`src/hdl/kms_pkg.sv`:
```
// ----------------------------------------------------------------------------
// kms_pkg
// Types, constants and helper functions shared by the matrix scanner modules.
// ----------------------------------------------------------------------------
package kms_pkg;

  localparam int unsigned MOD_ROW  = 6;
  localparam logic [7:0]  MOD_MASK = 8'h17;  // shift, ctrl and two more modifiers
  localparam logic [2:0]  CAPS_COL = 3'd3;
  localparam logic [2:0]  SHIFT_COL = 3'd0;
  localparam logic [2:0]  CTRL_COL  = 3'd1;

  typedef struct packed {
    logic [3:0] row_index;
    logic [7:0] row_bits;
  } kms_row_t;

  typedef struct packed {
    logic [3:0] key_row;
    logic [2:0] key_col;
    logic       shift_held;
    logic       ctrl_held;
    logic       caps_on;
    logic       is_repeat;
  } kms_result_t;

  function automatic logic [3:0] popcount8(input logic [7:0] v);
    logic [3:0] c;
    c = '0;
    for (int i = 0; i < 8; i++) begin
      c = c + {3'b000, v[i]};
    end
    return c;
  endfunction

  // index of the highest set bit; zero when none
  function automatic logic [2:0] top_bit8(input logic [7:0] v);
    logic [2:0] n;
    n = '0;
    for (int i = 0; i < 8; i++) begin
      if (v[i]) begin
        n = 3'(i);
      end
    end
    return n;
  endfunction

endpackage

```
`src/hdl/kms_core.sv`:
```
// ----------------------------------------------------------------------------
// kms_core
// Scan state and per-row update: edge detect, key count, newest press,
// repeat timer and caps lock. One row per enabled cycle.
// ----------------------------------------------------------------------------
module kms_core import kms_pkg::*; #(
  parameter int ROWS = 11
) (
  input  logic        clk,
  input  logic        rst,
  input  logic        step,
  input  kms_row_t    row,
  input  logic [7:0]  first_delay,
  input  logic [7:0]  repeat_delay,
  output logic        res_valid,
  output kms_result_t res
);

  localparam int  RW      = (ROWS > 1) ? $clog2(ROWS) : 1;
  localparam bit  HAS_MOD = (ROWS > MOD_ROW);

  logic [7:0] prev_rows [ROWS];
  logic [6:0] keys_down;
  logic [7:0] repeat_timer;
  logic       fresh_press;
  logic [3:0] last_row;
  logic [2:0] last_col;
  logic       caps_state;

  logic [6:0] keys_down_next;
  logic [7:0] repeat_timer_next;
  logic       fresh_press_next;
  logic [3:0] last_row_next;
  logic [2:0] last_col_next;
  logic       caps_state_next;

  logic          in_range, is_last, is_mod_row;
  logic [RW-1:0] ridx;
  logic [7:0]    old_bits, change, mods, rise, fall;
  logic [7:0]    mod_row_cur, mod_row_new;
  logic [7:0]    t1, t_dec;
  logic          emit, emit_repeat, caps_hit;

  assign ridx       = row.row_index[RW-1:0];
  assign in_range   = ({1'b0, row.row_index} < 5'(ROWS));
  assign is_last    = (row.row_index == 4'(ROWS - 1));
  assign is_mod_row = HAS_MOD && (row.row_index == 4'(MOD_ROW));

  generate
    if (HAS_MOD) begin : g_mod
      assign mod_row_cur = prev_rows[MOD_ROW];
    end else begin : g_nomod
      assign mod_row_cur = '0;
    end
  endgenerate

  always_comb begin
    old_bits = in_range ? prev_rows[ridx] : '0;
    change   = row.row_bits ^ old_bits;
    mods     = is_mod_row ? MOD_MASK : '0;
    rise     = change & ~old_bits & ~mods;
    fall     = change & old_bits & ~mods;
    mod_row_new = is_mod_row ? row.row_bits : mod_row_cur;

    keys_down_next = keys_down + 7'(popcount8(rise)) - 7'(popcount8(fall));
    fresh_press_next = fresh_press;
    last_row_next    = last_row;
    last_col_next    = last_col;
    if (rise != '0) begin
      fresh_press_next = 1'b1;
      last_row_next    = row.row_index;
      last_col_next    = top_bit8(rise);
    end

    t1 = ((change & mods) != '0) ? first_delay : repeat_timer;
    t_dec = t1 - 8'd1;
    repeat_timer_next = t1;
    emit        = 1'b0;
    emit_repeat = 1'b0;
    if (is_last) begin
      if (keys_down_next != '0) begin
        if (fresh_press_next) begin
          emit = 1'b1;
          repeat_timer_next = first_delay;
        end else if (t_dec == '0) begin
          emit = 1'b1;
          emit_repeat = 1'b1;
          repeat_timer_next = repeat_delay;
        end else begin
          repeat_timer_next = t_dec;
        end
      end
      fresh_press_next = 1'b0;
    end

    caps_hit = HAS_MOD && (last_row_next == 4'(MOD_ROW)) && (last_col_next == CAPS_COL);
    caps_state_next = caps_state ^ (emit & caps_hit);

    res_valid      = step && in_range && emit && !caps_hit;
    res.key_row    = last_row_next;
    res.key_col    = last_col_next;
    res.shift_held = mod_row_new[SHIFT_COL];
    res.ctrl_held  = mod_row_new[CTRL_COL];
    res.caps_on    = caps_state;
    res.is_repeat  = emit_repeat;
  end

  always_ff @(posedge clk) begin
    if (rst) begin
      for (int i = 0; i < ROWS; i++) begin
        prev_rows[i] <= '0;
      end
      keys_down    <= '0;
      repeat_timer <= '0;
      fresh_press  <= 1'b0;
      last_row     <= '0;
      last_col     <= '0;
      caps_state   <= 1'b0;
    end else if (step && in_range) begin
      prev_rows[ridx] <= row.row_bits;
      keys_down    <= keys_down_next;
      repeat_timer <= repeat_timer_next;
      fresh_press  <= fresh_press_next;
      last_row     <= last_row_next;
      last_col     <= last_col_next;
      caps_state   <= caps_state_next;
    end
  end

endmodule

```
`src/hdl/kms_out_stage.sv`:
```
// ----------------------------------------------------------------------------
// kms_out_stage
// Result register toward the receiver; frees up when empty or being taken.
// ----------------------------------------------------------------------------
module kms_out_stage import kms_pkg::*; (
  input  logic        clk,
  input  logic        rst,
  input  logic        load,
  input  kms_result_t res,
  output logic        free,
  output logic        out_valid,
  input  logic        out_stall,
  output kms_result_t out_res
);

  assign free = !out_valid || !out_stall;

  always_ff @(posedge clk) begin
    if (rst) begin
      out_valid <= 1'b0;
    end else if (free) begin
      out_valid <= load;
    end
  end

  always_ff @(posedge clk) begin
    if (free && load) begin
      out_res <= res;
    end
  end

endmodule

```
`src/hdl/key_matrix_scan_autorepeat.sv`:
```
// ----------------------------------------------------------------------------
// key_matrix_scan_autorepeat
// Keyboard matrix scanner with key counting and auto-repeat.
// ----------------------------------------------------------------------------
// Usage:
//   Input channel (in_valid/in_stall, row_index, row_bits): one matrix row per
//   item, rows 0 to ROWS-1 in order each scan. Rows at or above ROWS are
//   dropped without effect.
//   Output channel (out_valid/out_stall, key_* fields): at most one item per
//   scan, produced by the last row: a fresh press, or a repeat when the scan
//   tick timer runs out. The caps key toggles caps_on and reports nothing.
//   APB port: first_delay at 0x0, repeat_delay at 0x4 (8 bits each, zero
//   means 256 ticks). Write only while the block is idle.
// Timing:
//   One item per cycle sustained while the receiver does not stall. An item
//   waits in the input register and is processed into the result register
//   when the result register is free; the receiver takes it from there.
//   While the receiver stalls a held result, the stage behind it stops and
//   in_stall rises once the input register is full; nothing is lost.
// Reset (rst, synchronous): clears all stored rows, count, timer and caps;
//   delays return to 25 and 5.
// ----------------------------------------------------------------------------
module key_matrix_scan_autorepeat import kms_pkg::*; #(
  parameter int ROWS = 11
) (
  input  logic        clk,
  input  logic        rst,
  input  logic        in_valid,
  output logic        in_stall,
  input  logic [3:0]  row_index,
  input  logic [7:0]  row_bits,
  output logic        out_valid,
  input  logic        out_stall,
  output logic [3:0]  key_row,
  output logic [2:0]  key_col,
  output logic        shift_held,
  output logic        ctrl_held,
  output logic        caps_on,
  output logic        is_repeat,
  input  logic        psel,
  input  logic        penable,
  input  logic        pwrite,
  input  logic [2:0]  paddr,
  input  logic [31:0] pwdata,
  output logic [31:0] prdata,
  output logic        pready
);

  localparam logic REG_FIRST_DELAY  = 1'b0;
  localparam logic REG_REPEAT_DELAY = 1'b1;

  logic [7:0]  first_delay, repeat_delay;
  logic        in_full;
  kms_row_t    in_row;
  logic        out_free, step, res_valid;
  kms_result_t res, out_res;

  // configuration
  assign pready = 1'b1;

  always_ff @(posedge clk) begin
    if (rst) begin
      first_delay  <= 8'd25;
      repeat_delay <= 8'd5;
    end else if (psel && penable && pwrite && pready) begin
      case (paddr[2])
        REG_FIRST_DELAY:  first_delay  <= pwdata[7:0];
        REG_REPEAT_DELAY: repeat_delay <= pwdata[7:0];
        default: ;
      endcase
    end
  end

  always_comb begin
    case (paddr[2])
      REG_FIRST_DELAY:  prdata = {24'd0, first_delay};
      REG_REPEAT_DELAY: prdata = {24'd0, repeat_delay};
      default:          prdata = '0;
    endcase
  end

  // input register
  assign step     = in_full && out_free;
  assign in_stall = in_full && !out_free;

  always_ff @(posedge clk) begin
    if (rst) begin
      in_full <= 1'b0;
    end else if (!in_stall) begin
      in_full <= in_valid;
    end
  end

  always_ff @(posedge clk) begin
    if (in_valid && !in_stall) begin
      in_row.row_index <= row_index;
      in_row.row_bits  <= row_bits;
    end
  end

  kms_core #(.ROWS(ROWS)) u_core (
    .clk          (clk),
    .rst          (rst),
    .step         (step),
    .row          (in_row),
    .first_delay  (first_delay),
    .repeat_delay (repeat_delay),
    .res_valid    (res_valid),
    .res          (res)
  );

  kms_out_stage u_out (
    .clk       (clk),
    .rst       (rst),
    .load      (res_valid),
    .res       (res),
    .free      (out_free),
    .out_valid (out_valid),
    .out_stall (out_stall),
    .out_res   (out_res)
  );

  assign key_row    = out_res.key_row;
  assign key_col    = out_res.key_col;
  assign shift_held = out_res.shift_held;
  assign ctrl_held  = out_res.ctrl_held;
  assign caps_on    = out_res.caps_on;
  assign is_repeat  = out_res.is_repeat;

endmodule

```
`config.mk`:
```
export PLATFORM = sky130hd
export DESIGN_NAME = key_matrix_scan_autorepeat
export DESIGN_NICKNAME = d
export VERILOG_FILES = /design/src/hdl/kms_pkg.sv /design/src/hdl/kms_core.sv /design/src/hdl/kms_out_stage.sv /design/src/hdl/key_matrix_scan_autorepeat.sv
export SDC_FILE = /design/constraint.sdc
export NUM_CORES = 1
export LEC_CHECK = 0
export ABC_AREA = 0
export BUFFER_PORTS_ARGS = -buffer_cell sky130_fd_sc_hd__buf_2
export CAP_MARGIN = 20
export CELL_PAD_IN_SITES_DETAIL_PLACEMENT = 2
export CELL_PAD_IN_SITES_GLOBAL_PLACEMENT = 2
export CORE_MARGIN = 10
export CORE_UTILIZATION = 38
export CTS_CLUSTER_SIZE = 8
export DETAILED_ROUTE_END_ITERATION = 10
export PLACE_DENSITY_LB_ADDON = 0.1
export SETUP_SLACK_MARGIN = 0.5
export SKIP_LAST_GASP = 1
export SLEW_MARGIN = 5
export SYNTH_ARGS = -nofsm -noshare
export SYNTH_HDL_FRONTEND = slang
export SYNTH_HIERARCHICAL = 1
export SYNTH_SLANG_ARGS = --single-unit
```
`constraint.sdc`:
```
create_clock -name clk -period 9.12 [get_ports clk]
set_input_delay 0 -clock clk [delete_from_list [all_inputs] [get_ports clk]]
set_output_delay 0 -clock clk [all_outputs]
set_load 0.05 [all_outputs]
```
==> run_results.csv <==
group,metric,value,unit
critical_path,cp_max_fo,36,
flow_run,drv_cap,0,
placed_design,dp_slack,0.685,ns
grt,grt.total_usage,18.5,%
grt,grt_pass1_vias,7055,
logic_synthesis,yosysTopAreaCell,"edfxtp_1",
route,routed.top_layer,"met4",
placed_design,hpwlAfterDp,18900,um
cts,cts.sinks,153,
critical_path,cp-start-kind,"register",
sta,setup_viol,0,
route,viasPerCell,5.48,
floorplan,top_level_ports,100,
critical_path,critical_path.top_delay_family,"adder cells",
logic_synthesis,async_flop_share,0,%
layout,diodes,0,
power,p_leak,3.80,nW
layout,register_area,4090,um2
sta,skew,0.0111,ns
placed_design,detailed_place.area,8790,um2
sta,hold_violations,0,
sta,tightest_slew,1.12,ns
logic_synthesis,synth_edf_count,103,
logic_synthesis,synth_top_area_share,36.6,%
layout,n_fill_cell,2255,
route,met1_length,11100,um
power,power_density,224,nW/um2
placed_design,routabilityCongestion,0.822,
critical_path,critPathMostFrequentCell,"fa_1",
floorplan,fp.dieH,169,um
route,drc,0,
hold_path,min_path_type,"input port to register",
sta,rsz0062_at_grt,"no",
critical_path,cp_slowest_cell,"and2_1",
logic_synthesis,syn_area,8440,um2
placed_design,dp_cells,1051,
critical_path,max_stage_delay,0.70,ns
sta,fin_hold_ws,0.0494,ns
power,total_power,2.17,mW
sta,timing.setup.tns,0,ns
cts,clock_latency,0.42,ns
layout,area_delta_synth_final,14.7,%
placed_design,place.port_buffers,48,
layout,stdcell_area,9680,um2
logic_synthesis,ys_types,78,
layout,fin_cells,1109,
grt,antenna_found_initial,0,
sta,min_period,8.05,ns
layout,drive_above_1_share,18.5,%
critical_path,cp-end-kind,"register",
cts,clockBufferDepth,2,
route,wl_per_cell,23.9,um
sta,slew_headroom,24.8,%
logic_synthesis,synthTopCellsByArea,"edfxtp_1 37%, dfxtp_1 12%, mux2i_1 4.7%, and2_1 4.0%, mux2_2 3.7%",
critical_path,crit_buf_inv,4,
route,met3_length,744,um
route,routed_wl,26500,um
sta,setup_ws,1.07,ns
floorplan,start_util,38.7,%
sta,drv_slew,0,
floorplan,coreArea,21800,um2
grt,grt_pass1_wl,41300,um
sta,layout_worst_path_cycle_share,88.2,%
floorplan,rows,54,
route,ant_nets,0,
route,firstDrtPassIters,5,
floorplan,die_x,169,um
power,ir_worst_vdd,0.162,mV
logic_synthesis,syn_inst,754,
cts,clockRootBuffer,"clkbuf_16",
layout,nets,901,
sta,fmax,124,MHz
logic_synthesis,synth_seq_cells,153,
cts,cts_buffers,17,
critical_path,cp_cell_sequence,"buf_4, mux2_2, a222oi_1, nand4_1, fa_1, fa_1, inv_1, fa_1, inv_1, fa_1, fa_1, inv_1, ha_1, fa_1, a21o_1, a21oi_1, xnor2_1, nor3_1, a21boi_0, o21ai_0, a21oi_1, and2_1",
run_status,outcome,"finished clean",
critical_path,cp.arrival,8.09,ns
logic_synthesis,ys.flop_type,"edfxtp_1",
grt,grt_start_max_net_pins,59,
cts,cts_tree,"yes",
logic_synthesis,synth_warnings,6,
cts,cts.htree.levels,4,
critical_path,crit_required,9.17,ns
grt,gr-total-overflow,0,
floorplan,dieArea,28600,um2
layout,multi_input_area,3880,um2
cts,path_clk_slew,0.07,ns
layout,final_util,44.3,%
route,wl_met2,14100,um
logic_synthesis,syn_area_per_cell,11.2,um2
route,drt_iter0_drc,313,
critical_path,crit_type,"register to register",
logic_synthesis,seq_area_frac_synth,48.5,%
route,vias,6072,
## path summary, 6_finish.rpt
path,startpoint,to,slack (ns),cells past startpoint
worst max register to register,in_row[9],u_out/out_res[7],1.07,22
worst max-delay path,in_row[9],u_out/out_res[7],1.07,22
worst min-delay path,paddr[2],repeat_delay[6],0.05,3
worst min register to register,u_core/caps_state,u_out/out_res[1],0.46,0
## area by class of cell
| cell class | instances | area share (%) |
|---|---|---|
| clock buffer | 17 | 4.40 |
| clock inverter | 15 | 1.86 |
| inverter | 28 | 1.09 |
| multi-input combinational | 526 | 40.1 |
| sequential | 153 | 42.3 |
| tap | 280 | 3.62 |
| timing repair buffer | 90 | 6.59 |
## registers in the layout, summed over array words and instances (netlist names)
name,flops
u_core/prev_rows,88
in_row,12
u_out/out_res,11
first_delay,8
repeat_delay,8
u_core/repeat_timer,8
u_core/keys_down,7
u_core/last_row,4
u_core/last_col,3
in_full,1
u_core/caps_state,1
u_core/fresh_press,1
u_out/out_valid,1
## tightest hold or removal path: stages
cell	delay, ns
buf_2	0.19
nand4_2	0.16
mux2i_1	0.08
## power by group
group | switching (mW) | total (mW) | leakage [nW] | internal [mW]
clock network | 0.320 | 0.734 | 0.287 | 0.414
registers | 0.0283 | 0.798 | 1.48 | 0.770
logic | 0.372 | 0.634 | 2.03 | 0.262
total | 0.720 | 2.17 | 3.80 | 1.45
## cells by family (layout without fill, tap and decap cells)
kind of cell,count (synthesis),count (layout),share of synthesized area (%)
and+or+nand+nor,280,280,18.3
DFF,153,153,48.5
xor gates and xnor gates,12,12,1.25
muxes,77,77,10.8
other,2,25,0.0890
adders and majority gates,31,31,5.75
AOI/OAI and AO/OA,101,101,8.84
buffers and inverters,98,150,6.48
## cells in the mapped netlist, types with 3 or more instances
cell type	number
a211oi_1	6
a21o_1	4
a21oi_1	26
a221o_1	4
a222oi_1	4
a22oi_1	4
a31oi_1	4
and2_1	54
and3_1	9
buf_2	5
buf_4	31
buf_6	6
clkbuf_1	26
dfxtp_1	50
edfxtp_1	103
fa_1	13
ha_1	18
inv_1	24
mux2_2	28
mux2i_1	40
mux4_2	8
nand2_1	44
nand2b_1	29
nand3_1	8
nand3b_1	3
nand4_1	4
nand4b_1	3
nor2_1	61
nor2b_1	6
nor3_1	22
nor4_1	11
o211a_1	5
o21ai_0	14
o22a_1	5
or2_2	5
or4_1	3
xnor2_1	8
xor2_1	4
## layer usage
metal	vias to the layer above	GRT usage, %
met5	-	0
met4	0	5.55
met3	23	2.78
met2	104	33.9
met1	3148	21.8
li1	2797	-
## cells in the final DEF (no fill, tap or decap), types with 5 or more instances in the layout
cell / count
and3_1: 9
mux2_2: 28
dlygate4sd3_1: 25
a21oi_1: 26
o211a_1: 5
inv_6: 6
o22a_1: 5
xnor2_1: 8
o21ai_0: 13
or2_2: 5
edfxtp_1: 103
fa_1: 13
nor3_1: 22
buf_4: 16
nand3_1: 8
ha_1: 18
a211oi_1: 6
mux2i_1: 40
nand2_1: 44
nor2b_1: 6
buf_2: 48
dfxtp_1: 50
clkbuf_16: 17
nor4_1: 11
conb_1: 25
nand2b_1: 29
and2_1: 54
nor2_1: 61
inv_1: 24
mux4_2: 8
## what timing repair did
| action | in CTS | in global routing |
|---|---|---|
| resized for setup | 0 | 0 |
| hold endpoints to repair | 30 | 0 |
| endpoints found under the setup margin | 0 | 0 |
| setup buffers | 0 | 0 |
| hold buffers | 25 | 0 |
(Power assumes the default switching activity.)
